--- src/rtl/h264_nal_start_code_scanner_unit_defines.svh ---
// Assertion macros for the start code scanner RTL.
// Included by the top level; depends on nothing else.
`ifndef H264_NAL_START_CODE_SCANNER_UNIT_DEFINES_SVH
`define H264_NAL_START_CODE_SCANNER_UNIT_DEFINES_SVH

// Condition that must hold at every clock edge out of reset.
`define HNSC_ASSERT(label, cond, msg) \
   label: assert property (@(posedge clock) disable iff (reset) (cond)) else $error(msg);

// Antecedent in one cycle implies the consequent in the same cycle.
`define HNSC_ASSERT_IMPLY(label, ante, cons, msg) \
   label: assert property (@(posedge clock) disable iff (reset) (ante) |-> (cons)) \
      else $error(msg);

`endif

--- src/rtl/hnsc_pkg.sv ---
// Types and constants of the NAL start code scanner.
// Used by every RTL module of the block; depends on nothing.
package hnsc_pkg;

   localparam logic [4:0] NAL_TYPE_MASK = 5'h1f;
   localparam logic [4:0] NAL_TYPE_IDR  = 5'd5;
   localparam logic [4:0] NAL_TYPE_SPS  = 5'd7;
   localparam logic [4:0] NAL_TYPE_PPS  = 5'd8;

   localparam int unsigned FLAG_SPS = 0;
   localparam int unsigned FLAG_PPS = 1;
   localparam int unsigned FLAG_IDR = 2;

   localparam logic [7:0] START_CODE_ONE = 8'h01;
   localparam logic [2:0] MAX_HELD       = 3'd3;
   localparam logic [2:0] MAX_WORDS      = 3'd5;

   typedef struct packed {
      logic [2:0] nzero;
      logic       has_one;
      logic       has_byte;
      logic [7:0] data_byte;
      logic [2:0] flags;
      logic       last;
   } cmd_type;

   typedef struct packed {
      logic full;
      logic valid;
   } q_status_type;

endpackage

--- src/rtl/h264_nal_start_code_scanner_unit.sv ---
// Top level of the H.264 Annex B start code scanner.
// Depends on hnsc_pkg, hnsc_front, hnsc_queue, hnsc_back and the defines header.
//
// Usage: packet bytes enter on the req_ stream, one word per byte, with req_tlast on
// the final byte. The rsp_ stream returns every byte of each SPS or PPS unit, start
// code included, as words with tuser 0, followed by a summary word (tuser 1, tlast 1)
// that carries the packet's SPS, PPS and IDR flags. When the final byte itself yields
// five parameter-set words, the fifth carries tlast and the flags and no summary follows.
// Throughput: one byte is accepted per cycle while the command queue has room. A byte
// yields zero to five words; the back end writes one word per cycle into the output
// register while that register is empty or being taken by rsp_tready, and the queue
// of QUEUE_DEPTH commands absorbs the bursts.
// Path: the command of an accepted byte is written into the queue at the accepting edge;
// the back end then loads the byte's first word from the queue into the output register,
// where it is valid on rsp_.
// Reset: synchronous; clears the scanner state, the queue and the output register.
// Stalls: when rsp_tready is low the output word holds, the queue fills, and req_tready
// drops only once the queue is full.
`include "h264_nal_start_code_scanner_unit_defines.svh"

module h264_nal_start_code_scanner_unit
   import hnsc_pkg::*;
#(
   parameter int unsigned QUEUE_DEPTH = 4
)
(
   input  logic        clock,
   input  logic        reset,
   input  logic        req_tvalid,
   output logic        req_tready,
   input  logic [7:0]  req_tdata,   // in_byte[7:0]
   input  logic        req_tlast,   // in_last
   output logic        rsp_tvalid,
   input  logic        rsp_tready,
   output logic [15:0] rsp_tdata,   // param_byte[7:0], has_sps, has_pps, has_idr, zero pad
   output logic        rsp_tuser,   // kind
   output logic        rsp_tlast    // out_last
);

   q_status_type q_status;
   logic         push;
   cmd_type      push_cmd;
   logic         pop;
   cmd_type      head;

   hnsc_front u_front (
      .clock      (clock),
      .reset      (reset),
      .req_tvalid (req_tvalid),
      .req_tready (req_tready),
      .req_tdata  (req_tdata),
      .req_tlast  (req_tlast),
      .q_status   (q_status),
      .push       (push),
      .push_cmd   (push_cmd)
   );

   hnsc_queue #(
      .DEPTH (QUEUE_DEPTH)
   ) u_queue (
      .clock    (clock),
      .reset    (reset),
      .push     (push),
      .push_cmd (push_cmd),
      .pop      (pop),
      .q_status (q_status),
      .head     (head)
   );

   hnsc_back u_back (
      .clock      (clock),
      .reset      (reset),
      .q_status   (q_status),
      .head       (head),
      .pop        (pop),
      .rsp_tvalid (rsp_tvalid),
      .rsp_tready (rsp_tready),
      .rsp_tdata  (rsp_tdata),
      .rsp_tuser  (rsp_tuser),
      .rsp_tlast  (rsp_tlast)
   );

   `HNSC_ASSERT_IMPLY(a_summary_is_last, rsp_tvalid && rsp_tuser, rsp_tlast, "summary without tlast")
   `HNSC_ASSERT_IMPLY(a_param_flagged, rsp_tvalid && !rsp_tuser, |rsp_tdata[9:8], "stray param word")
   `HNSC_ASSERT_IMPLY(a_no_push_when_full, push, !q_status.full, "command issued into a full queue")

endmodule

--- src/rtl/hnsc_front.sv ---
// Front end: accepts bytes, tracks start codes and unit type, and issues commands.
// Depends on hnsc_pkg.
module hnsc_front
   import hnsc_pkg::*;
(
   input  logic         clock,
   input  logic         reset,
   input  logic         req_tvalid,
   output logic         req_tready,
   input  logic [7:0]   req_tdata,   // in_byte[7:0]
   input  logic         req_tlast,   // in_last
   input  q_status_type q_status,
   output logic         push,
   output cmd_type      push_cmd
);

   logic [2:0] cnt_ff, cnt_in;
   logic       pend_ff, pend_in;
   logic       param_ff, param_in;
   logic       hdr_ff, hdr_in;
   logic [2:0] flags_ff, flags_in;

   logic       accept;
   logic [4:0] nal_type;
   logic [2:0] nz_a;
   logic       one_a;
   logic       byte_a;
   logic [2:0] nz_t;
   logic       one_t;
   logic       emit;
   logic       any_byte;

   assign req_tready = !q_status.full;
   assign accept     = req_tvalid && req_tready;
   assign nal_type   = req_tdata[4:0] & NAL_TYPE_MASK;

   always_comb begin
      cnt_in   = cnt_ff;
      pend_in  = pend_ff;
      param_in = param_ff;
      hdr_in   = hdr_ff;
      flags_in = flags_ff;
      nz_a     = 3'd0;
      one_a    = 1'b0;
      byte_a   = 1'b0;
      priority if (pend_ff) begin
         hdr_in   = 1'b1;
         param_in = (nal_type == NAL_TYPE_SPS) || (nal_type == NAL_TYPE_PPS);
         if (nal_type == NAL_TYPE_SPS) flags_in[FLAG_SPS] = 1'b1;
         if (nal_type == NAL_TYPE_PPS) flags_in[FLAG_PPS] = 1'b1;
         if (nal_type == NAL_TYPE_IDR) flags_in[FLAG_IDR] = 1'b1;
         nz_a    = cnt_ff - 3'd1;
         one_a   = 1'b1;
         byte_a  = 1'b1;
         cnt_in  = 3'd0;
         pend_in = 1'b0;
      end else if (req_tdata == 8'd0) begin
         if (cnt_ff >= MAX_HELD) begin
            nz_a   = 3'd1;
            cnt_in = MAX_HELD;
         end else begin
            cnt_in = cnt_ff + 3'd1;
         end
      end else if (req_tdata == START_CODE_ONE && cnt_ff >= 3'd2) begin
         cnt_in  = cnt_ff + 3'd1;
         pend_in = 1'b1;
      end else begin
         nz_a   = cnt_ff;
         byte_a = 1'b1;
         cnt_in = 3'd0;
      end

      nz_t  = nz_a;
      one_t = one_a;
      if (req_tlast) begin
         nz_t  = nz_a + (pend_in ? cnt_in - 3'd1 : cnt_in);
         one_t = one_a || pend_in;
      end
   end

   assign emit     = hdr_in && param_in;
   assign any_byte = (nz_t != 3'd0) || one_t || byte_a;

   always_comb begin
      push_cmd.nzero     = emit ? nz_t : 3'd0;
      push_cmd.has_one   = emit && one_t;
      push_cmd.has_byte  = emit && byte_a;
      push_cmd.data_byte = req_tdata;
      push_cmd.flags     = flags_in;
      push_cmd.last      = req_tlast;
   end

   assign push = accept && (req_tlast || (emit && any_byte));

   always_ff @(posedge clock) begin
      if (reset || (accept && req_tlast)) begin
         cnt_ff   <= 3'd0;
         pend_ff  <= 1'b0;
         param_ff <= 1'b0;
         hdr_ff   <= 1'b0;
         flags_ff <= 3'd0;
      end else if (accept) begin
         cnt_ff   <= cnt_in;
         pend_ff  <= pend_in;
         param_ff <= param_in;
         hdr_ff   <= hdr_in;
         flags_ff <= flags_in;
      end
   end

endmodule

--- src/rtl/hnsc_queue.sv ---
// Short command queue between the front and back ends of the scanner.
// Depends on hnsc_pkg.
module hnsc_queue
   import hnsc_pkg::*;
#(
   parameter int unsigned DEPTH = 4
)
(
   input  logic         clock,
   input  logic         reset,
   input  logic         push,
   input  cmd_type      push_cmd,
   input  logic         pop,
   output q_status_type q_status,
   output cmd_type      head
);

   localparam int unsigned PTR_W = (DEPTH > 1) ? $clog2(DEPTH) : 1;
   localparam int unsigned CNT_W = $clog2(DEPTH + 1);

   cmd_type            entries [DEPTH];
   logic [PTR_W-1:0]   wr_ptr_ff, wr_ptr_in;
   logic [PTR_W-1:0]   rd_ptr_ff, rd_ptr_in;
   logic [CNT_W-1:0]   count_ff, count_in;
   logic               do_push;
   logic               do_pop;

   assign q_status.full  = (count_ff == CNT_W'(DEPTH));
   assign q_status.valid = (count_ff != '0);
   assign do_push        = push && !q_status.full;
   assign do_pop         = pop && q_status.valid;
   assign head           = entries[rd_ptr_ff];

   always_comb begin
      wr_ptr_in = wr_ptr_ff;
      rd_ptr_in = rd_ptr_ff;
      if (do_push) wr_ptr_in = (wr_ptr_ff == PTR_W'(DEPTH - 1)) ? '0 : wr_ptr_ff + 1'b1;
      if (do_pop)  rd_ptr_in = (rd_ptr_ff == PTR_W'(DEPTH - 1)) ? '0 : rd_ptr_ff + 1'b1;
      unique case ({do_push, do_pop})
         2'b10:   count_in = count_ff + 1'b1;
         2'b01:   count_in = count_ff - 1'b1;
         default: count_in = count_ff;
      endcase
   end

   always_ff @(posedge clock) begin
      if (reset) begin
         wr_ptr_ff <= '0;
         rd_ptr_ff <= '0;
         count_ff  <= '0;
      end else begin
         wr_ptr_ff <= wr_ptr_in;
         rd_ptr_ff <= rd_ptr_in;
         count_ff  <= count_in;
      end
   end

   always_ff @(posedge clock) begin
      if (do_push) entries[wr_ptr_ff] <= push_cmd;
   end

endmodule

--- src/rtl/hnsc_back.sv ---
// Back end: expands each command into output register words, one per cycle unless stalled.
// Depends on hnsc_pkg.
module hnsc_back
   import hnsc_pkg::*;
(
   input  logic         clock,
   input  logic         reset,
   input  q_status_type q_status,
   input  cmd_type      head,
   output logic         pop,
   output logic         rsp_tvalid,
   input  logic         rsp_tready,
   output logic [15:0]  rsp_tdata,   // param_byte[7:0], has_sps, has_pps, has_idr, zero pad
   output logic         rsp_tuser,   // kind
   output logic         rsp_tlast    // out_last
);

   logic [2:0]  pos_ff, pos_in;
   logic        rsp_valid_ff, rsp_valid_in;
   logic [15:0] rsp_data_ff, rsp_data_in;
   logic        rsp_kind_ff, rsp_kind_in;
   logic        rsp_last_ff, rsp_last_in;

   logic [2:0]  nbytes;
   logic [2:0]  total;
   logic        advance;
   logic        at_end;
   logic [7:0]  word_byte;
   logic        word_kind;

   assign nbytes  = head.nzero + 3'(head.has_one) + 3'(head.has_byte);
   assign total   = nbytes + 3'(head.last && (nbytes != MAX_WORDS));
   assign advance = q_status.valid && (!rsp_valid_ff || rsp_tready);
   assign at_end  = (pos_ff == total - 3'd1);
   assign pop     = advance && at_end;

   always_comb begin
      word_kind = 1'b0;
      priority if (pos_ff < head.nzero) begin
         word_byte = 8'd0;
      end else if (pos_ff == head.nzero && head.has_one) begin
         word_byte = START_CODE_ONE;
      end else if (pos_ff < nbytes) begin
         word_byte = head.data_byte;
      end else begin
         word_byte = 8'd0;
         word_kind = 1'b1;
      end

      pos_in       = pos_ff;
      rsp_valid_in = rsp_valid_ff && !rsp_tready;
      rsp_data_in  = rsp_data_ff;
      rsp_kind_in  = rsp_kind_ff;
      rsp_last_in  = rsp_last_ff;
      if (advance) begin
         pos_in       = at_end ? 3'd0 : pos_ff + 3'd1;
         rsp_valid_in = 1'b1;
         rsp_data_in  = {5'd0, head.flags[FLAG_IDR], head.flags[FLAG_PPS],
                         head.flags[FLAG_SPS], word_byte};
         rsp_kind_in  = word_kind;
         rsp_last_in  = head.last && at_end;
      end
   end

   always_ff @(posedge clock) begin
      if (reset) begin
         pos_ff       <= 3'd0;
         rsp_valid_ff <= 1'b0;
      end else begin
         pos_ff       <= pos_in;
         rsp_valid_ff <= rsp_valid_in;
      end
   end

   always_ff @(posedge clock) begin
      rsp_data_ff <= rsp_data_in;
      rsp_kind_ff <= rsp_kind_in;
      rsp_last_ff <= rsp_last_in;
   end

   assign rsp_tvalid = rsp_valid_ff;
   assign rsp_tdata  = rsp_data_ff;
   assign rsp_tuser  = rsp_kind_ff;
   assign rsp_tlast  = rsp_last_ff;

endmodule

--- config.mk ---
export PLATFORM = sky130hd
export DESIGN_NAME = h264_nal_start_code_scanner_unit
export DESIGN_NICKNAME = d
export VERILOG_FILES = /design/src/rtl/hnsc_pkg.sv /design/src/rtl/h264_nal_start_code_scanner_unit.sv /design/src/rtl/hnsc_front.sv /design/src/rtl/hnsc_queue.sv /design/src/rtl/hnsc_back.sv
export VERILOG_INCLUDE_DIRS = /design/src /design/src/rtl
export SDC_FILE = /design/constraint.sdc
export NUM_CORES = 1
export LEC_CHECK = 0
export BUFFER_PORTS_ARGS = -buffer_cell sky130_fd_sc_hd__buf_2
export CAP_MARGIN = 20
export CORE_ASPECT_RATIO = 0.75
export CORE_MARGIN = 1.5
export CORE_UTILIZATION = 30
export DETAILED_ROUTE_END_ITERATION = 7
export SYNTH_ARGS = -nofsm -noshare
export SYNTH_HDL_FRONTEND = slang
export SYNTH_SLANG_ARGS = --single-unit
--- constraint.sdc ---
create_clock -name clock -period 4.8 [get_ports clock]
set_input_delay 0.96 -clock clock [delete_from_list [all_inputs] [get_ports clock]]
set_output_delay 0.96 -clock clock [all_outputs]
set_load 0.01 [all_outputs]
==> flow_metrics.py <==
metrics = {
    "run_status": {
        "status": "finished, final reports clean",
    },
    "clock_tree": {
        "cts_buffers": 9,
        "path_clk_slew_ns": 0.06,
        "clock_sinks": 103,
        "cts_hold_buf": 0,
        "cts-root-buf": "clkbuf_16",
        "cts_tree": "yes",
        "cts_max_level": 3,
        "cts_repair_resize_count": 0,
        "clockBufferDepth": 2,
        "clk_latency_ns": 0.34,
        "post_cts_buffers": 0,
    },
    "power": {
        "power.leakage_nw": 1.862,
        "total_power_mw": 2.073,
        "peakVddDrop_v": 0.0002074,
        "p_per_area_mw_per_mm2": 386.7,
    },
    "worst_hold_path": {
        "min_path_type": "reg -> reg",
    },
    "routing": {
        "postRouteAntennaNets": 0,
        "first_iter_violations": 300,
        "drt-pass1-iter-count": 6,
        "num_vias": 2830,
        "wl_um": 9226,
        "drc": 0,
        "wl_per_cell_um": 15.72,
        "vias_per_cell": 4.821,
    },
    "yosys": {
        "syn_avg_cell_area_sq_um": 13.71,
        "yosys.area_share.adder": 0.06352,
        "syn-cell-area_sq_mm": 0.004688,
        "synth_cells": 342,
        "synthSimpleGateAreaFrac": 0.1118,
        "yosys_register_bits": 103,
        "synth.area.mux_share": 0.09501,
        "async_flop_share": 0,
        "yosys_most_used_dff": "edfxtp_1",
        "synth-xor-area-share": 0.01308,
        "synth_top_family_by_area": "simple AND/OR/NAND/NOR gates",
        "synth_edf_count": 81,
        "ys_seq_area_frac": 0.6128,
        "yosysUniqueCellTypes": 52,
        "yosys_warnings": 0,
        "synth_compound_area_frac": 0.06859,
    },
    "global_route": {
        "overflow": 0,
        "grt_pass1_vias": 2964,
        "grt_max_degree": 22,
        "antenna_found_initial": 0,
        "grt_pass1_wl_um": 15510,
        "grtUsageTotal": 0.1229,
    },
    "timing": {
        "finClkSkew_ns": 0.004360,
        "fin_crit_sh": 0.8892,
        "hold_viol": 0,
        "setup_tns_ns": 0,
        "period_needed_ns": 4.268,
        "worst_pin_slew_ns": 0.6951,
        "final-setup-viol-count": 0,
        "slew_headroom": 0.5361,
        "fmax_mhz": 234.3,
        "drv_slew": 0,
        "rsz0062_at_grt": "false",
    },
    "critical_path": {
        "critical-path-max-stage-delay_ns": 0.54,
        "critPathLaunchType": "flip-flop",
        "slowest_stage": "mux4_2",
        "crit_buf_inv": 3,
        "critPathArrivalTime_ns": 4.54,
        "critical_path.top_delay_family": "adder cells",
        "critPathRequiredTime_ns": 5.07,
        "cp-end-kind": "flip-flop",
        "cp_max_fo": 5,
        "worst-setup-path-type": "reg -> reg",
        "crit_chain": "buf_4 -> mux4_2 -> fa_1 -> ha_1 -> inv_1 -> ha_1 -> xnor2_1 -> xnor2_1 -> o211ai_1 -> nor2_1 -> ha_1 -> inv_1 -> fa_1 -> xor2_1 -> or3_1 -> a21oi_1",
        "crit_path_frequent_cell": "ha_1",
    },
    "flow_run": {
        "drv_cap": 0,
    },
    "layout": {
        "fin_nets": 412,
        "drive_above_1_share": 0.1885,
        "syn2layout_area_growth_pct": 14.33,
        "n_antenna_cell": 0,
        "layout_common_cells": "edfxtp_1, nor2_1, buf_2, inv_1, dfxtp_1",
        "final_common_cell": "edfxtp_1",
    },
    "die": {
        "num_rows": 39,
        "io_pins": 33,
        "die_h_um": 111.3,
        "die_area_sq_mm": 0.01639,
        "die_x_um": 147.4,
        "core_area_sq_mm": 0.01527,
        "start_util": 0.3070,
    },
    "placement": {
        "port_buffers": 27,
        "gp_congestion": 0.9041,
        "dp_hpwl_um": 6427,
    },
}
## stage by stage
stage | util | std cells | hold slack [ns] | area (sq um) | worst slack [ns]
global route | 0.3509 | 587 | 0.5076 | 5360 | 0.2250
floorplan | - | 346 | 0.4293 | 4703 | 0.2316
CTS | 0.3509 | 587 | 0.4787 | 5360 | 0.5010
finish | 0.3509 | 587 | 0.4698 | 5360 | 0.5317
global placement | 0.3324 | 571 | 0.4423 | 5076 | 0.3476
detailed placement | 0.3324 | 571 | 0.4631 | 5076 | 0.3253
## final timing paths
kind	start	endpoint	slack, ns	cells past startpoint
worst max-delay path	flip-flop	u_queue.count_ff[2]	0.53	16
worst min-delay path	u_front.hdr_ff	u_front.hdr_ff	0.47	2
worst max register to register	flip-flop	u_queue.count_ff[2]	0.53	16
worst min register to register	u_front.hdr_ff	u_front.hdr_ff	0.47	2
## flip-flops by register name, indices dropped and copies added (netlist names), 2 cells and up, named ones only
| name | count |
|---|---|
| u_queue.entries | 68 |
| u_back.rsp_tdata | 11 |
| u_back.pos_ff | 3 |
| u_front.cnt_ff | 3 |
| u_front.flags_ff | 3 |
| u_queue.count_ff | 3 |
| u_queue.rd_ptr_ff | 2 |
| u_queue.wr_ptr_ff | 2 |
## worst reg2reg max path: cells and delay by family (launching register included)
family | cells | cell delay [ns]
xor+xnor | 3 | 0.49
fa+ha+maj | 5 | 1.50
flops | 1 | 0.44
buf+inv | 3 | 0.37
compound gates | 2 | 0.34
simple gates | 2 | 0.53
mux | 1 | 0.54
## area by class of cell
| class | count | area, sq um |
|---|---|---|
| clock buffers | 12 | 236.5 |
| clock inverters | 4 | 47.55 |
| fillers | 1472 | 9913 |
| inverters | 22 | 82.58 |
| multi-input cells | 206 | 1669 |
| flip-flops and latches | 103 | 2873 |
| well taps | 205 | 256.5 |
| repair buffers | 35 | 195.2 |
## synth_stat cells (7+ instances only)
library cell  count  area, sq um
a21oi_1          19        95.09
dfxtp_1          22        440.4
edfxtp_1         81         2432
ha_1             19        237.7
inv_1            22        82.58
mux4_2           17        382.9
nand2_1          11        41.29
nand3_1           9        45.04
nor2_1           31        116.4
nor2b_1          10        62.56
nor3_1            7        35.03
o21ai_0           7        35.03
## power by group
group / internal [mW] / switching (mW)
logic: 0.130 / 0.193
registers: 1.03 / 0.0236
clock network: 0.403 / 0.299
## layer usage
metal	wire, um	GRT usage
met1	4478	0.1653
met3	380	0.03663
met4	159	0.03733
met2	4208	0.1909
met5	0	0
## kinds of logic after synthesis
| kind of cell | Yosys count |
|---|---|
| adder cells (fa/ha/maj) | 22 |
| AO/OA/AOI/OAI | 50 |
| other | 1 |
| AND/OR/NAND/NOR | 99 |
| buffers and inverters | 37 |
| multiplexers | 23 |
| XOR/XNOR | 7 |
| flip-flops | 103 |
Power figures use the tool's default switching activity.
